`config.mk`:
```
export PLATFORM = sky130hd
export DESIGN_NAME = feed_resubscribe_liveness_table_core
export DESIGN_NICKNAME = d
export VERILOG_FILES = /design/src/sv/frlt_pkg.sv /design/src/sv/frlt_ctrl.sv /design/src/sv/frlt_dp.sv /design/src/sv/feed_resubscribe_liveness_table_core.sv
export SDC_FILE = /design/constraint.sdc
export NUM_CORES = 2
export LEC_CHECK = 0
export BUFFER_PORTS_ARGS = -buffer_cell sky130_fd_sc_hd__buf_2
export CAP_MARGIN = 0
export CORE_ASPECT_RATIO = 1.4
export CORE_MARGIN = 1
export CORE_UTILIZATION = 40
export DETAILED_ROUTE_END_ITERATION = 10
export SLEW_MARGIN = 20
export SYNTH_ARGS = -nofsm -noshare
export SYNTH_HDL_FRONTEND = slang
export SYNTH_SLANG_ARGS = --single-unit
```
`constraint.sdc`:
```
create_clock -name clk_i -period 7.9 [get_ports clk_i]
set_input_delay 0.395 -clock clk_i [delete_from_list [all_inputs] [get_ports clk_i]]
set_output_delay 0.395 -clock clk_i [all_outputs]
set_load 0.05 [all_outputs]
```
`src/sv/frlt_pkg.sv`:
```
// Shared types and constants for the feed resubscribe liveness table.
// No dependencies; imported by the controller, datapath and top level.
`default_nettype none
package frlt_pkg;

  localparam int TABLE_DEPTH  = 32;
  localparam int IDX_W        = (TABLE_DEPTH > 1) ? $clog2(TABLE_DEPTH) : 1;
  localparam int MIN_DELAY_MS = 1;
  localparam int DELAY_W      = 16;
  localparam int KEY_W        = 32;
  localparam int TIME_W       = 48;

  localparam logic [DELAY_W-1:0] DELAY_RESET = 16'd1000;

  typedef enum logic [2:0] {
    MODE_SUBSCRIBE   = 3'd0,
    MODE_UNSUBSCRIBE = 3'd1,
    MODE_RECONNECT   = 3'd2,
    MODE_TICK        = 3'd3,
    MODE_QUERY       = 3'd4,
    MODE_LIST_MUTE   = 3'd5
  } mode_e;

  typedef enum logic [1:0] {
    PH_SUB   = 2'd0,
    PH_AWAIT = 2'd1,
    PH_LIVE  = 2'd2,
    PH_MUTE  = 2'd3
  } phase_e;

  typedef enum logic [2:0] {
    ST_IDLE,
    ST_SCAN_ONE,
    ST_ACT,
    ST_LIST_SCAN,
    ST_DECIDE
  } ctl_state_e;

  typedef struct packed {
    logic capture;    // latch item, start a search pass
    logic scan_step;  // evaluate one entry, advance index
    logic act;        // apply single-token op, load result
    logic decide;     // close a list round
  } ctl_cmd_t;

  typedef struct packed {
    logic       scan_last;
    logic       cand_found;
    logic       pend_valid;
    logic       out_free;
  } ctl_sts_t;

endpackage
`default_nettype wire

```
`src/sv/frlt_ctrl.sv`:
```
// Controller FSM for the liveness table: sequences search passes and result loads.
// Depends on frlt_pkg.
`default_nettype none
module frlt_ctrl import frlt_pkg::*; (
  input  wire logic     clk_i,
  input  wire logic     rst_ni,
  input  wire logic     in_valid_i,
  input  wire logic [2:0] in_mode_i,
  output logic          in_ready_o,
  input  wire ctl_sts_t sts_i,
  output ctl_cmd_t      cmd_o
);

  ctl_state_e state_q, state_d;
  logic       in_fire;
  logic       single_mode, list_mode;

  assign in_fire     = in_valid_i && (state_q == ST_IDLE);
  assign single_mode = (in_mode_i == MODE_SUBSCRIBE) || (in_mode_i == MODE_UNSUBSCRIBE) ||
                       (in_mode_i == MODE_TICK) || (in_mode_i == MODE_QUERY);
  assign list_mode   = (in_mode_i == MODE_RECONNECT) || (in_mode_i == MODE_LIST_MUTE);

  always_ff @(posedge clk_i or negedge rst_ni) begin
    if (!rst_ni) begin
      state_q <= ST_IDLE;
    end else begin
      state_q <= state_d;
    end
  end

  always_comb begin
    state_d = state_q;
    unique case (state_q)
      ST_IDLE: begin
        if (in_fire) begin
          if (single_mode)    state_d = ST_SCAN_ONE;
          else if (list_mode) state_d = ST_LIST_SCAN;
          else                state_d = ST_ACT;
        end
      end
      ST_SCAN_ONE:  if (sts_i.scan_last) state_d = ST_ACT;
      ST_ACT:       if (sts_i.out_free) state_d = ST_IDLE;
      ST_LIST_SCAN: if (sts_i.scan_last) state_d = ST_DECIDE;
      ST_DECIDE: begin
        if ((sts_i.cand_found && !sts_i.pend_valid) || sts_i.out_free) begin
          state_d = sts_i.cand_found ? ST_LIST_SCAN : ST_IDLE;
        end
      end
      default: state_d = ST_IDLE;
    endcase
  end

  always_comb begin
    cmd_o      = '0;
    in_ready_o = 1'b0;
    unique case (state_q)
      ST_IDLE: begin
        in_ready_o    = 1'b1;
        cmd_o.capture = in_fire;
      end
      ST_SCAN_ONE, ST_LIST_SCAN: cmd_o.scan_step = 1'b1;
      ST_ACT:    cmd_o.act = sts_i.out_free;
      ST_DECIDE: cmd_o.decide = (sts_i.cand_found && !sts_i.pend_valid) || sts_i.out_free;
      default: ;
    endcase
  end

endmodule
`default_nettype wire

```
`src/sv/frlt_dp.sv`:
```
// Datapath for the liveness table: entry store, scan logic, list state, output register.
// Depends on frlt_pkg; driven by frlt_ctrl commands.
`default_nettype none
module frlt_dp import frlt_pkg::*; (
  input  wire logic              clk_i,
  input  wire logic              rst_ni,
  input  wire ctl_cmd_t          cmd_i,
  output ctl_sts_t               sts_o,
  input  wire logic [2:0]        in_mode_i,
  input  wire logic [KEY_W-1:0]  in_key_i,
  input  wire logic [TIME_W-1:0] in_now_i,
  input  wire logic              cfg_we_i,
  input  wire logic [DELAY_W-1:0] cfg_wdata_i,
  output logic                   out_valid_o,
  input  wire logic              out_ready_i,
  output logic [KEY_W-1:0]       out_token_o,
  output logic [1:0]             out_state_o,
  output logic                   out_tradable_o,
  output logic                   out_found_o,
  output logic                   out_full_o,
  output logic                   out_last_o
);

  // entry store
  logic              valid_q [TABLE_DEPTH];
  logic [KEY_W-1:0]  key_q   [TABLE_DEPTH];
  logic [1:0]        phase_q [TABLE_DEPTH];
  logic [TIME_W-1:0] dl_q    [TABLE_DEPTH];

  logic [DELAY_W-1:0] delay_q;
  logic [2:0]         mode_q;
  logic [KEY_W-1:0]   item_key_q;
  logic [TIME_W-1:0]  now_q, arm_dl_q;
  logic [IDX_W-1:0]   idx_q, match_slot_q, free_slot_q, cand_slot_q;
  logic               match_q, free_q, cand_q, pend_q, have_prev_q;
  logic [KEY_W-1:0]   cand_key_q, pend_key_q, prev_key_q;

  logic [TIME_W:0]    dl_sum;
  logic [TIME_W-1:0]  dl_sat;
  logic               out_free, is_recon;
  logic               hit, eligible;
  logic [1:0]         match_res;
  logic [1:0]         list_state;

  assign dl_sum   = {1'b0, in_now_i} + (TIME_W+1)'(delay_q);
  assign dl_sat   = dl_sum[TIME_W] ? {TIME_W{1'b1}} : dl_sum[TIME_W-1:0];
  assign out_free = !out_valid_o || out_ready_i;
  assign is_recon = (mode_q == MODE_RECONNECT);
  assign list_state = is_recon ? PH_AWAIT : PH_MUTE;

  assign hit = valid_q[idx_q] && (key_q[idx_q] == item_key_q);
  assign eligible = valid_q[idx_q] && (!have_prev_q || (key_q[idx_q] > prev_key_q)) &&
                    (is_recon || ((phase_q[idx_q] == PH_AWAIT) && (now_q > dl_q[idx_q]))) &&
                    (!cand_q || (key_q[idx_q] < cand_key_q));

  assign match_res = ((phase_q[match_slot_q] == PH_AWAIT) && (now_q > dl_q[match_slot_q])) ?
                     PH_MUTE : phase_q[match_slot_q];

  assign sts_o.scan_last  = (idx_q == IDX_W'(TABLE_DEPTH - 1));
  assign sts_o.cand_found = cand_q;
  assign sts_o.pend_valid = pend_q;
  assign sts_o.out_free   = out_free;

  always_ff @(posedge clk_i or negedge rst_ni) begin
    if (!rst_ni) begin
      delay_q <= DELAY_RESET;
    end else if (cfg_we_i) begin
      delay_q <= (cfg_wdata_i < DELAY_W'(MIN_DELAY_MS)) ? DELAY_W'(MIN_DELAY_MS) : cfg_wdata_i;
    end
  end

  // item and search control state
  always_ff @(posedge clk_i or negedge rst_ni) begin
    if (!rst_ni) begin
      idx_q <= '0; match_q <= 1'b0; free_q <= 1'b0; cand_q <= 1'b0;
      pend_q <= 1'b0; have_prev_q <= 1'b0;
    end else begin
      if (cmd_i.capture) begin
        idx_q <= '0; match_q <= 1'b0; free_q <= 1'b0; cand_q <= 1'b0;
        pend_q <= 1'b0; have_prev_q <= 1'b0;
      end
      if (cmd_i.scan_step) begin
        idx_q <= idx_q + 1'b1;
        if (hit) match_q <= 1'b1;
        if (!valid_q[idx_q] && !free_q) free_q <= 1'b1;
        if (eligible) cand_q <= 1'b1;
      end
      if (cmd_i.decide) begin
        idx_q  <= '0;
        cand_q <= 1'b0;
        if (cand_q) begin
          pend_q      <= 1'b1;
          have_prev_q <= 1'b1;
        end
      end
    end
  end

  always_ff @(posedge clk_i) begin
    if (cmd_i.capture) begin
      mode_q     <= in_mode_i;
      item_key_q <= in_key_i;
      now_q      <= in_now_i;
      arm_dl_q   <= dl_sat;
    end
    if (cmd_i.scan_step) begin
      if (hit) match_slot_q <= idx_q;
      if (!valid_q[idx_q] && !free_q) free_slot_q <= idx_q;
      if (eligible) begin
        cand_key_q  <= key_q[idx_q];
        cand_slot_q <= idx_q;
      end
    end
    if (cmd_i.decide && cand_q) begin
      pend_key_q <= cand_key_q;
      prev_key_q <= cand_key_q;
    end
  end

  // entry valid bits
  always_ff @(posedge clk_i or negedge rst_ni) begin
    if (!rst_ni) begin
      for (int i = 0; i < TABLE_DEPTH; i++) valid_q[i] <= 1'b0;
    end else if (cmd_i.act) begin
      if (mode_q == MODE_SUBSCRIBE && !match_q && free_q) valid_q[free_slot_q] <= 1'b1;
      if (mode_q == MODE_UNSUBSCRIBE && match_q) valid_q[match_slot_q] <= 1'b0;
    end
  end

  // entry payload
  always_ff @(posedge clk_i) begin
    if (cmd_i.act) begin
      if (mode_q == MODE_SUBSCRIBE && !match_q && free_q) begin
        key_q[free_slot_q]   <= item_key_q;
        phase_q[free_slot_q] <= PH_SUB;
        dl_q[free_slot_q]    <= '0;
      end
      if (mode_q == MODE_TICK && match_q) phase_q[match_slot_q] <= PH_LIVE;
    end
    if (cmd_i.decide && cand_q && is_recon) begin
      phase_q[cand_slot_q] <= PH_AWAIT;
      dl_q[cand_slot_q]    <= arm_dl_q;
    end
  end

  // output register
  always_ff @(posedge clk_i or negedge rst_ni) begin
    if (!rst_ni) begin
      out_valid_o <= 1'b0;
    end else if (cmd_i.act || (cmd_i.decide && (pend_q || !cand_q))) begin
      out_valid_o <= 1'b1;
    end else if (out_ready_i) begin
      out_valid_o <= 1'b0;
    end
  end

  always_ff @(posedge clk_i) begin
    if (cmd_i.act) begin
      out_token_o <= item_key_q;
      out_found_o <= match_q;
      out_full_o  <= 1'b0;
      out_last_o  <= 1'b1;
      out_state_o <= PH_SUB;
      unique case (mode_q)
        MODE_SUBSCRIBE: begin
          if (match_q) out_state_o <= match_res;
          else out_full_o <= !free_q;
        end
        MODE_TICK:  if (match_q) out_state_o <= PH_LIVE;
        MODE_QUERY: if (match_q) out_state_o <= match_res;
        MODE_UNSUBSCRIBE: ;
        default: out_found_o <= 1'b0;
      endcase
    end else if (cmd_i.decide && (pend_q || !cand_q)) begin
      out_full_o  <= 1'b0;
      out_token_o <= pend_q ? pend_key_q : '0;
      out_state_o <= pend_q ? list_state : PH_SUB;
      out_found_o <= pend_q;
      out_last_o  <= !cand_q;
    end
  end

  assign out_tradable_o = (out_state_o == PH_LIVE);

endmodule
`default_nettype wire

```
`src/sv/feed_resubscribe_liveness_table_core.sv`:
```
// Top level of the feed resubscribe liveness table; joins controller and datapath.
// Depends on frlt_pkg, frlt_ctrl, frlt_dp.
//
// Input channel s_axis: tuser carries the mode, tdata the token key and the time.
// Output channel m_axis: one beat per result, tlast on the final beat of an item.
// One item is handled at a time; s_axis_tready is high only between items.
// Token ops (subscribe, unsubscribe, tick, query) walk the 32-entry table one entry
// per cycle. Unknown modes skip the walk and go straight to the result.
// Reconnect and mute list run one selection pass over the table per listed token,
// plus a final pass that finds none, to produce ascending key order.
// Results sit in an output register; a stalled receiver holds the beat and the
// walk pauses at the next result until the register frees up.
// Reset clears all entries and sets the first-tick delay to 1000 ms.
// cfg_we_i writes the delay (values below the minimum are raised); write only
// while idle.
`default_nettype none
module feed_resubscribe_liveness_table_core import frlt_pkg::*; (
  input  wire logic        clk_i,
  input  wire logic        rst_ni,
  input  wire logic        s_axis_tvalid,
  output logic             s_axis_tready,
  input  wire logic [79:0] s_axis_tdata,  // token_key[31:0], now_ms[79:32]
  input  wire logic [2:0]  s_axis_tuser,  // mode[2:0]
  output logic             m_axis_tvalid,
  input  wire logic        m_axis_tready,
  output logic [39:0]      m_axis_tdata,  // out_token[31:0], feed_state[33:32],
                                          // tradable[34], found[35], table_full[36]
  output logic             m_axis_tlast,
  input  wire logic        cfg_we_i,
  input  wire logic [15:0] cfg_wdata_i
);

  ctl_cmd_t         cmd;
  ctl_sts_t         sts;
  logic [KEY_W-1:0] out_token;
  logic [1:0]       out_state;
  logic             out_tradable, out_found, out_full;

  frlt_ctrl u_ctrl (
    .clk_i      (clk_i),
    .rst_ni     (rst_ni),
    .in_valid_i (s_axis_tvalid),
    .in_mode_i  (s_axis_tuser),
    .in_ready_o (s_axis_tready),
    .sts_i      (sts),
    .cmd_o      (cmd)
  );

  frlt_dp u_dp (
    .clk_i          (clk_i),
    .rst_ni         (rst_ni),
    .cmd_i          (cmd),
    .sts_o          (sts),
    .in_mode_i      (s_axis_tuser),
    .in_key_i       (s_axis_tdata[31:0]),
    .in_now_i       (s_axis_tdata[79:32]),
    .cfg_we_i       (cfg_we_i),
    .cfg_wdata_i    (cfg_wdata_i),
    .out_valid_o    (m_axis_tvalid),
    .out_ready_i    (m_axis_tready),
    .out_token_o    (out_token),
    .out_state_o    (out_state),
    .out_tradable_o (out_tradable),
    .out_found_o    (out_found),
    .out_full_o     (out_full),
    .out_last_o     (m_axis_tlast)
  );

  assign m_axis_tdata = {3'b000, out_full, out_found, out_tradable, out_state, out_token};

endmodule
`default_nettype wire

```
; ---- Yosys cells after proc, flatten, opt, wreduce, memory -nomap -nowiden
; Memory sizes are Yosys's and may differ from the RTL's. A register that Yosys moved wholly into a read port is not among the register bits.
; Index checks and enable logic that the tools add are counted.
[word_totals]
reg_bits = 309
out_inout_bits = 43
wordCells = 234
n_memories = 3
ramBits = 2624
[mem_list]
columns = memory, depth, word_bits, rd, rd_ports_with_merged_regs, write_ports, line_no
row1 = u_dp.dl_q, 32, 48, 2, 1, 1, frlt_dp.sv:28  ; logic [TIME_W-1:0] dl_q [TABLE_DEPTH];
row2 = u_dp.key_q, 32, 32, 1, 0, 1, frlt_dp.sv:26  ; logic [KEY_W-1:0] key_q [TABLE_DEPTH];
row3 = u_dp.phase_q, 32, 2, 2, 1, 1, frlt_dp.sv:27  ; logic [1:0] phase_q [TABLE_DEPTH];
[classes]
n_eq_ne = 23
n_mux = 83
n_lt_le_gt_ge = 10
n_reduce_logical = 52
n_bitwise = 6
add_sub_neg = 2
[op_table]
columns = operator, n
row1 = $mux W32, 6
row2 = $gt A48 B48 Y1, 2
row3 = $add A48 B16 Y49, 1
row4 = $mux W48, 1
row5 = $reduce_or A48 Y1, 1
row6 = $mux W1, 46
row7 = $mux W5, 8
row8 = $and A32 B32 Y32, 1
row9 = $eq A32 B32 Y1, 1
row10 = $gt A32 B32 Y1, 1
row11 = $lt A32 B32 Y1, 1
row12 = $not A32 Y32, 1
row13 = $or A32 B32 Y32, 1
row14 = $mux W2, 10
row15 = $eq A3 B2 Y1 const B, 6
row16 = $ge A6 B6 Y1 const B, 3
row17 = $logic_and A1 B1 Y1, 18
row18 = $mux W3, 6
row19 = $not A5 Y6, 3
row20 = $lt A16 B1 Y1 const B, 1
row21 = $mux W16, 1
row22 = $pmux W3 S5, 1
row23 = $eq A3 B3 Y1 const B, 4
row24 = $lt A6 B1 Y1 const B, 2
row25 = 19 further kinds, 50

; ---- Logic depth before layout (Yosys ltp)
[logic_depth]
word_depth = 10
depth_mapped = 23

; ---- Cells and area by module
; From an unflattened synthesis, not the netlist that was laid out.
[hier_totals]
hier_cells = 6255
area_unflattened_um2 = 129430.4
[modules_own_cells]
columns = module, area_per_inst_um2, seq_area_each_um2, instances, cells_each
row1 = frlt_dp, 129087.6, 87786.7, 1, 6214
row2 = frlt_ctrl, 294.0, 75.1, 1, 34
row3 = feed_resubscribe_liveness_table_core, 48.8, 0.0, 1, 7

; ---- Worst setup path after synthesis
; OpenSTA, ideal clock, no wires.
[synth_path]
path_kind = register to register
from = register u_dp.idx_q[0]
to = register u_dp.cand_key_q[0], read port of u_dp.key_q (enable)
setup_slack_ns = 1.537
setup_time_ns = 0.398
arrival_ns = 5.965
path_buffers = 9
stages_incl_launch_ff = 21
t_required_ns = 7.502
period_less_slack_ns = 6.363
path_cell_list = dfrtp_1 -> buf_6 -> buf_8 -> buf_6 -> buf_2 -> buf_2 -> buf_2 -> buf_2 -> buf_2 -> buf_2 -> mux4_2 -> mux4_2 -> mux2i_1 -> ha_1 -> nand4_1 -> nor3_1 -> nand4_1 -> or4_1 -> nor3_1 -> or4_1 -> and4_1
[synth_between]
elab_chain_len = 8
[synth_lines]
columns = item, line_no
row1 = "start, declared", frlt_dp.sv:34  ; logic [IDX_W-1:0] idx_q, match_slot_q, free_slot_q, cand_slot_q;
row2 = "start signal, assigned", frlt_dp.sv:83  ; idx_q <= idx_q + 1'b1;
row3 = branches (longest 6 deep; another with $mem_v2 Z32 W48), n/a
row4 = $logic_and A1 B1 Y1 *, frlt_dp.sv:53  ; (is_recon || ((phase_q[idx_q] == PH_AWAIT) && (now_q > dl_q[idx_q]))) &&
row5 = $reduce_and A2 Y1 (no source line) *, n/a
row6 = "end, declared", frlt_dp.sv:36  ; logic [KEY_W-1:0] cand_key_q, pend_key_q, prev_key_q;
; Every way passes the cells marked *. The select of a mux whose other input is x is not followed.
; A chain may end at the register's enable or synchronous reset.

; ---- Worst setup path in the final report
[layout_path]
from = register u_dp.idx_q[0]
to = register u_dp.cand_q
[layout_between]
elab_chain_len = 10
[layout_lines]
columns = item, line_no
row1 = branches (longest 6 deep; another with $mem_v2 Z32 W48), n/a
row2 = $logic_and A1 B1 Y1 *, frlt_dp.sv:53
row3 = $mux W1 *, frlt_dp.sv:86  ; if (eligible) cand_q <= 1'b1;
row4 = $mux W1 *, frlt_dp.sv:82  ; if (cmd_i.scan_step) begin
row5 = $mux W1 *, frlt_dp.sv:88  ; if (cmd_i.decide) begin
row6 = "end signal, assigned", frlt_dp.sv:79  ; idx_q <= '0; match_q <= 1'b0; free_q <= 1'b0; cand_q <= 1'b0;
row7 = "end signal, assigned", frlt_dp.sv:86
row8 = "end signal, assigned", frlt_dp.sv:90  ; cand_q <= 1'b0;
row9 = "end, declared", frlt_dp.sv:35  ; logic match_q, free_q, cand_q, pend_q, have_prev_q;
; Marks and branches as above.

==> out/qor.txt <==
outcome: finished, final reports clean
Synth top area share: 0.665
Routed Antenna Nets: 0
Clock power frac: 0.339
via count: 71036
worst slew pin tran: 1.19 ns
first-pass GRT wire length: 563000 µm
PwrDens: 284 nW/µm²
Routed WL per cell: 35.8 µm
Slew Limit Fails: 0
post_cts resized: 0
Power Internal: 29.7 mW
slowest CP cell: nor4_2
worst-path cell chain: buf_12, mux4_2, mux4_2, mux2i_1, ha_1, nand4_1, nor3_1, buf_4, nand4_1, or4_1, nor4_2, buf_4, a311oi_1, o211a_1, o41a_1, and4_2, o21a_1
Post-synth ARST share: 0.0211
clk slew on worst S/H paths: 0.06 ns
worst skew pair latency: 0.86 ns
area delta synth->final: 14.1%
Fin Hold WS: 0.0751 ns
CTS Buf Count: 302
Finish-stage setup viols: 0
post-DR vias/cell: 6.30
CP endpoint kind: flip-flop
Tot GR Track Use: 0.247
H-Tree Depth: 5
min-delay src: cfg_we_i
routability congestion estimate: 0.862
Sequential Power Share: 0.422
Relative slew margins: 0.208
synth unique cells: 85
CTS tree: done
fin nets: 7097
largest net degree at the start of global routing: 79
Worst Hold Path EP: u_dp.delay_q[3]
r2r setup slk: 0.50 ns
Top Family by Delay on Critical Path: simple AND/OR/NAND/NOR gates
CP required: 8.64 ns
IO Pins: 147
R2R depth: 17
max_cap viols: 0
leading area contributor after synthesis: edfxtp_1
Filler cells: 26855
die area: 326000 µm²
vias in the first global route: 73015
Pre-antenna DRT Iters: 5
Syn Area/Cell: 20.4 µm²
Sw Ratio: 0.293
grt total ovfl: 0
Post-Syn Area: 130000 µm²
Longest Clk Path Bufs: 4
Syn. warnings: 0
# clock sinks: 2938
Post-synth EDFFs: 2870
Tcrit/Tclk final: 0.936
initial DRC count: 7959
Post-CTS Repair Setup Buffers: 0
die width: 483 µm
Static Leak: 50.1 nW
R2R Path Start: u_dp.idx_q[0]
final wirelength: 404000 µm
RSZ-0062 raised after global routing: no
Setup Skew: 0.0656 ns
FF+latch count, synth: 2938
Initial Utilization: 0.403
CP max stage delay: 0.95 ns
Synth Instances: 6363
Primary FF master, synth: edfxtp_1
chip height: 675 µm
Crit Path Class: flip-flop to flip-flop
Comb pwr share: 0.239
top post-synthesis cells by area: edfxtp_1 67%, mux4_2 20%, mux2i_1 1.9%, ha_1 1.7%, dfrtp_1 1.1%
net switching power: 12.3 mW
CP Max Fanout: 38
row count: 246
worst vdd ir: 0.290 mV
worst r2r dst: u_dp.cand_q
Arr. time, crit path: 8.14 ns
hold path cells: 2
Crit path buffers/inverters: 3
Seq/Total Area, Yosys: 0.678
Worst setup SP type: flip-flop
Buffers on Ports: 143
Max Clk Rate: 0.135 GHz
utilization after layout: 0.460
setup_tns: 0 ns
Core Box Area: 321000 µm²
hpwl dp: 235000 µm
clock root cell: clkbuf_16
Critical Path Start: u_dp.idx_q[0]
antenna violations before repair: 20
hold_buf cts: 112
final hold violation count: 0
share of cells above drive strength 1: 0.305
clock period minus worst slack: 7.40 ns
worst min path class: input port to flip-flop
DRC Markers: 0
final cells by class:
class	count	area (µm²)	area share
clock buffer	382	8150	0.0552
multi-input combinational	2940	40100	0.272
clock inverter	154	1450	0.00978
antenna	13	32.5	0.000220
sequential	2938	87900	0.595
timing repair buffer	524	4440	0.0300
inverter	109	427	0.00289
tap	4216	5280	0.0357
cell usage after synthesis (all sizes together), types with 28 or more instances:
| cell | count |
|---|---|
| o21ai | 63 |
| mux2 | 42 |
| nand4 | 40 |
| ha | 177 |
| xor2 | 41 |
| a21o | 51 |
| a21oi | 84 |
| dfrtp | 56 |
| a22oi | 49 |
| and3 | 74 |
| edfxtp | 2870 |
| buf | 178 |
| nor2 | 195 |
| nand2 | 226 |
| clkbuf | 200 |
| mux4 | 1198 |
| inv | 106 |
| nand3 | 89 |
| nor2b | 30 |
| nor3 | 33 |
| nand2b | 28 |
| mux2i | 251 |
cells by family after synthesis:
| logic type | count (synthesis) | share of synthesized area |
|---|---|---|
| multiplexers | 1491 | 0.232 |
| flip-flops | 2938 | 0.678 |
| XOR/XNOR | 53 | 0.00358 |
| AND/OR/NAND/NOR | 788 | 0.0293 |
| other | 1 | 0.0000289 |
| buffers and inverters | 487 | 0.0165 |
| AO/OA/AOI/OAI | 427 | 0.0228 |
| adder cells (fa/ha/maj) | 178 | 0.0172 |
flip-flops by register name, summed over array words and instances (netlist names), 2 cells and up, named ones only:
register and flops:
u_dp.key_q 1024, u_dp.dl_q 1536, u_dp.valid_q 32, u_dp.out_state_o 2, u_dp.cand_key_q 32, u_dp.cand_slot_q 5, u_dp.out_token_o 32, u_dp.now_q 48
u_dp.match_slot_q 5, u_dp.arm_dl_q 48, u_dp.delay_q 16, u_ctrl.state_q 3, u_dp.free_slot_q 5, u_dp.idx_q 5, u_dp.item_key_q 32, u_dp.mode_q 3
u_dp.phase_q 64, u_dp.pend_key_q 32
layer usage:
metal / GRT usage / up-vias / part of all wire
li1: - / 27990 / -
met2: 0.428 / 3485 / 0.51
met1: 0.306 / 38699 / 0.37
met4: 0.103 / 12 / 0.047
met3: 0.0387 / 850 / 0.073
met5: 0 / - / 0.00017
power by group through the flow:
stage / logic, mW / registers, mW / clock network, mW
2_1_floorplan: 6.67 / 17.9 / 0
3_3_place_gp: 9.97 / 18.0 / 0
3_5_place_dp: 10.0 / 18.0 / 0
4_1_cts: 10.1 / 17.7 / 14.4
5_1_grt: 10.6 / 17.7 / 14.9
6_report: 10.0 / 17.7 / 14.2
worst max-delay path by stage:
stage | end | slack (ns) | cells after the start
6_report | u_dp.cand_q | 0.50 | 17
5_1_grt | u_dp.cand_q | 0.45 | 18
4_1_cts | u_dp.cand_q | 0.57 | 17
3_5_place_dp | u_dp.cand_q | 0.60 | 17
3_3_place_gp | u_dp.cand_q | 0.61 | 17
2_1_floorplan | u_dp.cand_key_q[0] | 1.54 | 20
metrics by stage:
stage          worst slack (ns)  instance area, µm²  total power [mW]  instances
2_1_floorplan              1.54              130000              24.6       6365
3_3_place_gp              0.613              137000              28.0      10613
3_5_place_dp              0.600              137000              28.0      10613
4_1_cts                   0.572              148000              42.2      11261
5_1_grt                   0.454              148000              43.3      11268
6_report                  0.505              148000              42.0      11276
cells in the final DEF (no fill, tap or decap), drive strengths merged, types with 28 or more instances in the layout:
master	instances
clkbuf	382
mux2	42
and3	74
o21ai	63
dlygate4sd3	112
nand3	89
buf	412
mux2i	251
clkinv	114
dfrtp	56
nor3	33
a22oi	49
nand2b	28
nor2b	30
ha	177
a21o	51
inv	113
a21oi	84
mux4	1198
xor2	41
nand2	226
nor2	195
edfxtp	2870
nand4	40
No activity file was read; power rests on OpenSTA's default activity.
